$ cat config.mk
export PLATFORM = sky130hd
export DESIGN_NAME = irot_ctrl
export DESIGN_NICKNAME = d
export VERILOG_FILES = /design/src/sv/irot_pkg.sv /design/src/sv/irot_ctrl.sv
export SDC_FILE = /design/constraint.sdc
export NUM_CORES = 1
export LEC_CHECK = 0
export BUFFER_PORTS_ARGS = -buffer_cell sky130_fd_sc_hd__buf_4
export CORE_AREA = 8 8 45 47
export CTS_CLUSTER_DIAMETER = 80
export DETAILED_ROUTE_END_ITERATION = 10
export DIE_AREA = 0 0 53 55
export SLEW_MARGIN = 10
export SYNTH_ARGS = -nofsm -noshare
export SYNTH_HDL_FRONTEND = slang
export SYNTH_SLANG_ARGS = --single-unit
$ cat constraint.sdc
create_clock -name clk -period 2.2 [get_ports clk]
set_clock_uncertainty 0.2 [all_clocks]
set_input_delay 0.22 -clock clk [delete_from_list [all_inputs] [get_ports clk]]
set_output_delay 0.22 -clock clk [all_outputs]
set_load 0.02 [all_outputs]
$ cat src/sv/irot_pkg.sv
package irot_pkg;

  localparam int CFG_W    = 8;
  localparam int PIX_W    = 8;
  localparam int REQ_W    = 3;
  localparam int APB_AW   = 3;
  localparam int APB_DW   = 32;

  typedef enum logic [REQ_W-1:0] {
    REQ_LOAD    = 3'd0,
    REQ_ROT_CW  = 3'd1,
    REQ_ROT_ACW = 3'd2,
    REQ_READ    = 3'd3,
    REQ_CLEAR   = 3'd4
  } req_t;

  localparam logic REG_ROWS = 1'b0;
  localparam logic REG_COLS = 1'b1;

  localparam logic [1:0] TURN_0   = 2'd0;
  localparam logic [1:0] TURN_90  = 2'd1;
  localparam logic [1:0] TURN_180 = 2'd2;
  localparam logic [1:0] TURN_270 = 2'd3;

  typedef enum logic [1:0] {
    S_IDLE = 2'b01,
    S_READ = 2'b10
  } state_t;

  typedef struct packed {
    logic load;
    logic rot_cw;
    logic rot_acw;
    logic rd;
    logic clr;
    logic out_load;
  } cmd_t;

endpackage

$ cat src/sv/irot_ctrl.sv
module irot_ctrl import irot_pkg::*; (
  input  logic             clk,
  input  logic             rst_n,
  input  logic             in_valid,
  input  logic [REQ_W-1:0] in_req,
  output logic             in_ready,
  input  logic             out_ready,
  output logic             out_valid,
  output cmd_t             cmd
);

  state_t state_r, state_nxt;
  logic   out_valid_r, out_valid_nxt;
  logic   accept;

  assign in_ready  = (state_r == S_IDLE);
  assign accept    = in_valid && in_ready;
  assign out_valid = out_valid_r;

  always_comb begin
    cmd       = '0;
    state_nxt = state_r;
    case (state_r)
      S_IDLE: begin
        if (accept) begin
          case (in_req)
            REQ_LOAD:    cmd.load    = 1'b1;
            REQ_ROT_CW:  cmd.rot_cw  = 1'b1;
            REQ_ROT_ACW: cmd.rot_acw = 1'b1;
            REQ_CLEAR:   cmd.clr     = 1'b1;
            REQ_READ: begin
              cmd.rd    = 1'b1;
              state_nxt = S_READ;
            end
            default: ;
          endcase
        end
      end
      S_READ: begin
        if (!out_valid_r || out_ready) begin
          cmd.out_load = 1'b1;
          state_nxt    = S_IDLE;
        end
      end
      default: state_nxt = S_IDLE;
    endcase
  end

  always_comb begin
    out_valid_nxt = out_valid_r;
    if (cmd.out_load) begin
      out_valid_nxt = 1'b1;
    end else if (out_ready) begin
      out_valid_nxt = 1'b0;
    end
  end

  always_ff @(posedge clk) begin
    if (!rst_n) begin
      state_r     <= S_IDLE;
      out_valid_r <= 1'b0;
    end else begin
      state_r     <= state_nxt;
      out_valid_r <= out_valid_nxt;
    end
  end

endmodule

==> run summary, run 1 <==
PwrDens -> 503 nW/um^2
Final wirelength -> 565 um
Number of DRC markers in iteration 0 -> 0
CTS tree -> yes
TritonCTS Buffers -> 3
Normalized max-slew margin -> 89.0%
Design Area, Final -> 360 um^2
Final Slew Violations -> 0
MaxCap Viol Count -> 0
Mapped cell area -> 216 um^2
Status -> finished, final reports clean
Fillcell total -> 164
Clk sinks -> 3
Die Footprint -> 2920 um^2
Synth area leader -> dfxtp_1
Drt pass-1 iters -> 1
Cell variety after synth -> 15
Worst endpoint data arrival time -> 1.15 ns
Top cell type's share of synthesized area -> 27.7%
Clock transition at path regs -> 0.04 ns
Deepest clock path buffer count -> 2
Register bit total from synthesis -> 3
Fmax -> 635 MHz
Unrepaired setup endpoints after global routing -> no
Fin Hold WS -> 0.0387 ns
Placer Congestion -> 0.611
Aggregate global-route resource usage -> 4.48%
Crit. End Element -> output pin
Final antenna-violating net count -> 0
Area Overhead vs Synth -> 66.5%
Top post-synthesis cells by area -> dfxtp_1 28%, nand4bb_4 13%, nor3_1 9.2%
Final hold violations -> 0
Clk_lat worst skew -> 0.23 ns
Area taken by multi-input logic gates -> 141 um^2
Largest delay share family, worst path -> simple AND/OR/NAND/NOR gates
Post-CTS Setup Inserts -> 0
Hold Crit Class -> primary input to flop
Max IR drop VDD -> 162 uV
Worst Path Required -> 1.78 ns
P_leak -> 0.156 nW
Vias in the first global route -> 225
R2R Setup Slk -> 1.08 ns
Slowest CP cell -> dfxtp_1
Site row count -> 14
Synth warnings -> 0
Share of cells above drive strength 1 -> 51.3%
Placed Area -> 334 um^2
Synth Instances -> 22
Total Power -> 0.181 mW
# DRC -> 0
Avg Inst Size Synth -> 9.84 um^2
Worst path cell trace -> and2b_2 -> and4_1 -> buf_4
Routed vias -> 222
Post-CTS sizing -> 0
Worst slew pin tran -> 0.164 ns
Hpwl dp -> 481 um
CP peak stage delay -> 0.35 ns
Ports -> 15
CP Max Fanout -> 4
Setup_tns -> 0 ns
First-pass GRT wire length -> 883 um
Crit path buf inv count -> 1
Die X -> 53 um
Synthesized net count -> 29
Vias per inst -> 4.04
Crit share post-route -> 71.6%
Setup violators final -> 0
IO buf count -> 14
Sequential share of the synthesized area -> 27.7%
Die Height -> 55 um
Core area -> 1380 um^2
Antenna diodes -> 0
Initial antenna violation count -> 0
Min Tclk post-route -> 1.57 ns
H-tree level count -> 1
Worst setup path class -> flop to output pin
Largest net degree at the start of global routing -> 7
Startpoint types -> flop
Clock root cell -> clkbuf_4
Grt total ovfl -> 0
Post-CTS Hold Fix Bufs -> 0
WL per Instance -> 10.3 um
Storage cell area -> 60.1 um^2
Final nets -> 47
Starting density of the core -> 15.6%
logic make-up after synthesis:
logic type	share of synthesized area [%]
and+or+nand+nor	48.6
AOI/OAI and AO/OA	16.8
buffers and inverters	6.94
DFF	27.7
worst paths after layout:
| path | start | end | cells after the start |
|---|---|---|---|
| max | state_r[1] | cmd[1] | 3 |
| min | rst_n | state_r[1] | 2 |
| max reg2reg | state_r[0] | state_r[0] | 2 |
| min reg2reg | out_valid | out_valid | 2 |
where the power goes:
part / leakage (nW) / internal (mW) / total [mW] / switching, mW
Sequential: 0.0243 / 0.0553 / 0.0560 / 0.000637
Combinational: 0.117 / 0.0166 / 0.0310 / 0.0144
Clock: 0.0150 / 0.0679 / 0.0944 / 0.0266
Total: 0.156 / 0.140 / 0.181 / 0.0416
synthesized netlist by cell type:
library cell	n
inv_1	2
dfxtp_1	3
and4bb_1	1
nand2b_1	2
and4_1	1
nand3_1	1
o2bb2ai_1	1
a21boi_0	1
buf_4	1
and2b_2	1
nor2_1	1
nor3_1	4
nor2b_1	1
nand4bb_4	1
o2bb2a_4	1
layout by cell type (no fill, tap or decap), types with 2 or more instances in the layout:
cell type,n
clkbuf_4,3
nor3_1,4
inv_1,2
nand2b_1,2
buf_4,14
dfxtp_1,3
stage by stage:
step                util (%)  setup WS, ns  instances
finish                  26.0         0.626         55
global route            26.0         0.554         55
CTS                     26.0         0.604         55
detailed placement      24.1         0.846         51
global placement        24.1         0.855         51
floorplan                  -         0.777         22
metal layers:
layer | track usage, % | up-vias | routed length (um)
met4 | 7.76 | 0 | 21
met2 | 4.69 | 12 | 226
met5 | 0 | - | 0
met1 | 4.70 | 95 | 235
li1 | - | 113 | -
met3 | 2.41 | 2 | 82
area by class of cell:
class,instances,area share (%)
multi-input cells,16,39.2
repair buffers,14,29.2
flip-flops and latches,3,16.7
clock buffers,4,7.29
well taps,16,5.56
inverters,2,2.08
sequential cells by signal, indices dropped and copies added, names as in the netlist:
name       cells
state_r        2
out_valid      1
Note: power is estimated with default switching activity, not from simulation.
==> inputs of run 2 (changes only) <==
Settings changed: ABC_AREA from default to 1.
Clock period 2.2 ns to 1.43 ns, I/O delays scaled along.
==> run summary, run 2 <==
Status -> finished, final reports clean
CTS tree -> yes
Clock transition at path regs -> 0.04 ns (about the same)
Crit share post-route -> 99.0%
R2R Setup Slk -> 0.26 ns (-0.82 ns)
Site row count -> 14 (unchanged)
Hold Crit Class -> primary input to flop
Setup_tns -> 0 ns (unchanged)
Top post-synthesis cells by area -> dfxtp_1 29%, inv_1 14%, nand2_1 7.1%
Final wirelength -> 600 um (+6.2%)
Top cell type's share of synthesized area -> 28.6% (+0.83 points)
Combinational Power Share -> 20.1% (+3.0 points)
Sequential share of the synthesized area -> 28.6% (+0.83 points)
Sequential power share -> 29.7% (-1.2 points)
WL per Instance -> 8.70 um (-15%)
P_sw -> 0.0702 mW (+69%)
# DRC -> 0 (unchanged)
Slowest CP cell -> dfxtp_2
Synth area leader -> dfxtp_1
PwrDens -> 686 nW/um^2 (+36%)
Placer Congestion -> 0.655 (+7.1%)
Routed vias -> 262 (+18%)
Worst slew pin tran -> 0.216 ns (+0.0522 ns)
Synth Instances -> 31 (+41%)
Clk sinks -> 3 (unchanged)
Max reg flops -> 2 (unchanged)
Synthesized net count -> 38 (+31%)
Most flops, register -> state_r
Deepest clock path buffer count -> 2 (unchanged)
Worst setup path class -> flop to output pin
Fin cells -> 69 (+25%)
Crit path buf inv count -> 1 (unchanged)
Power Internal -> 0.219 mW (+57%)
Cell total after placement -> 60 (+18%)
Clk_lat worst skew -> 0.23 ns (about the same)
Commonest non-fill, non-tap cell in the layout -> buf_4
Most frequent cells in the layout -> 16 x buf_4, 6 x inv_1, 4 x nand2_1, 3 x nor2_1, 3 x clkbuf_4
H-tree level count -> 1 (unchanged)
Unrepaired setup endpoints after global routing -> yes
CP peak stage delay -> 0.33 ns (-0.02 ns)
Primary FF master, synth -> dfxtp_1
Sw Share -> 24.3% (+1.3 points)
Final hold violations -> 0 (unchanged)
Worst Path Required -> 1.09 ns (-0.69 ns)
Pre-CTS setup slack -> 0.195 ns (-0.651 ns)
Ports -> 15 (unchanged)
Die Height -> 55 um (unchanged)
Vias per inst -> 3.80 (-5.9%)
Die X -> 53 um (unchanged)
Worst endpoint data arrival time -> 1.07 ns (-0.08 ns)
Clock Power Share -> 50.2% (-1.8 points)
Share of cells above drive strength 1 -> 58.5% (+7.2 points)
Final antenna-violating net count -> 0 (unchanged)
Post-synth EDFFs -> 0 (unchanged)
Vias in the first global route -> 241 (+7.1%)
First-pass GRT wire length -> 883 um (unchanged)
Final nets -> 61 (+30%)
Min Tclk post-route -> 1.42 ns
Worst path cell trace -> nor2_4 -> nand2_4 -> nor3b_2 -> buf_4
MaxCap Viol Count -> 0 (unchanged)
Max IR drop VDD -> 291 uV (+79%)
Aggregate global-route resource usage -> 4.31% (-0.16 points)
Die Footprint -> 2920 um^2 (unchanged)
Final WS setup -> 0.0146 ns (-0.611 ns)
Register bit total from synthesis -> 3 (unchanged)
Area Overhead vs Synth -> 101%
Crit. End Element -> output pin
P_leak -> 0.221 nW (+41%)
Largest net degree at the start of global routing -> 5 (-2)
Synth cell count leaders -> 8 x inv_1, 4 x nand2_1, 3 x dfxtp_1, 3 x nor2_1, 2 x nor3_1
Asr flop ratio synth -> 0% (unchanged)
Initial antenna violation count -> 0 (unchanged)
Hpwl dp -> 487 um (+1.1%)
Antenna diodes -> 0 (unchanged)
IO buf count -> 14 (unchanged)
Layout Utilization -> 30.5% (+4.4 points)
Startpoint types -> flop
Synth warnings -> 0 (unchanged)
Avg Inst Size Synth -> 6.78 um^2 (-31%)
Largest delay share family, worst path -> simple AND/OR/NAND/NOR gates
Number of DRC markers in iteration 0 -> 1 (+1)
Starting density of the core -> 15.2% (-0.45 points)
Fmax -> 707 MHz
TritonCTS Buffers -> 3 (unchanged)
Cell variety after synth -> 16 (+1)
Grt total ovfl -> 0 (unchanged)
Drt pass-1 iters -> 2 (+1)
Most numerous cell in the Yosys netlist -> inv_1
Mapped cell area -> 210 um^2 (-2.9%)
Normalized max-slew margin -> 85.5% (-3.4 points)
Setup violators final -> 0 (unchanged)
Clock root cell -> clkbuf_4
Core area -> 1380 um^2 (unchanged)
Final Slew Violations -> 0 (unchanged)
CP Max Fanout -> 4 (unchanged)
-- run 2: changes by cell type after synthesis, moves of 2 or more --
cell and change:
nand2_1 +4, nor2_1 +2, nand2b_1 -2, nor3_1 -2
inv_1 +6
-- run 2: per-stage QoR --
stage                     cell area [um^2]  total power [mW]  hold WS [ns]
after detailed placement               328             0.135         0.141
after CTS                              399             0.295        0.0259
after global routing                   422             0.306        0.0462
after global placement                 328             0.134         0.133
after floorplan                        210             0.109        0.0118
final                                  422             0.289        0.0244
-- run 2: logic make-up (layout without fill, tap and decap cells) --
logic type / after synthesis / after routing / synth area share (%)
AOI/OAI and AO/OA: 2 / 2 / 5.95
buffers and inverters: 9 / 31 / 17.9
DFF: 3 / 3 / 28.6
and+or+nand+nor: 17 / 17 / 47.6
-- run 2: power groups by stage --
| stage | Combinational [mW] | Sequential (mW) | Clock, mW |
|---|---|---|---|
| after detailed placement | 0.0477 | 0.0870 | 0 |
| final | 0.0581 | 0.0860 | 0.145 |
| after global placement | 0.0470 | 0.0871 | 0 |
| after CTS | 0.0555 | 0.0859 | 0.153 |
| after floorplan | 0.0218 | 0.0870 | 0 |
| after global routing | 0.0630 | 0.0861 | 0.157 |
-- run 2: per-layer routing --
metal  track usage [%]  part of all wire (%)
met5                 0                     0
met4              5.17                     0
met3              2.14                    10
met2              7.42                    57
met1              3.19                    32
-- run 2: worst paths after layout --
check | from | end | cells after the start
worst max register to register | state_r[0] | out_valid | 6
worst max-delay path | state_r[1] | cmd[3] | 4
worst min-delay path | out_ready | state_r[1] | 4
worst min register to register | out_valid | state_r[1] | 2
-- run 2: repair_timing --
| item | in CTS | in global routing |
|---|---|---|
| setup endpoints to repair | 4 | 7 |
| hold endpoints to repair | 3 | 0 |
| hold buffers | 1 | 0 |
| pin swaps | 3 | 4 |
| buffers inserted | 3 | 1 |
| gates resized for setup | 5 | 4 |
-- run 2: layout make-up --
cell class | count | area [um^2]
clock buffers | 4 | 26.3
fillers | 158 | 962
multi-input cells | 19 | 130
inverters | 8 | 30.0
well taps | 16 | 20.0
repair buffers | 19 | 153
flip-flops and latches | 3 | 62.6
-- run 2: worst min-delay path, delay by kind of cell --
kind	cells	cell delay, ns
AOI/OAI and AO/OA	1	0.07
and+or+nand+nor	1	0.09
buffers and inverters	2	0.11
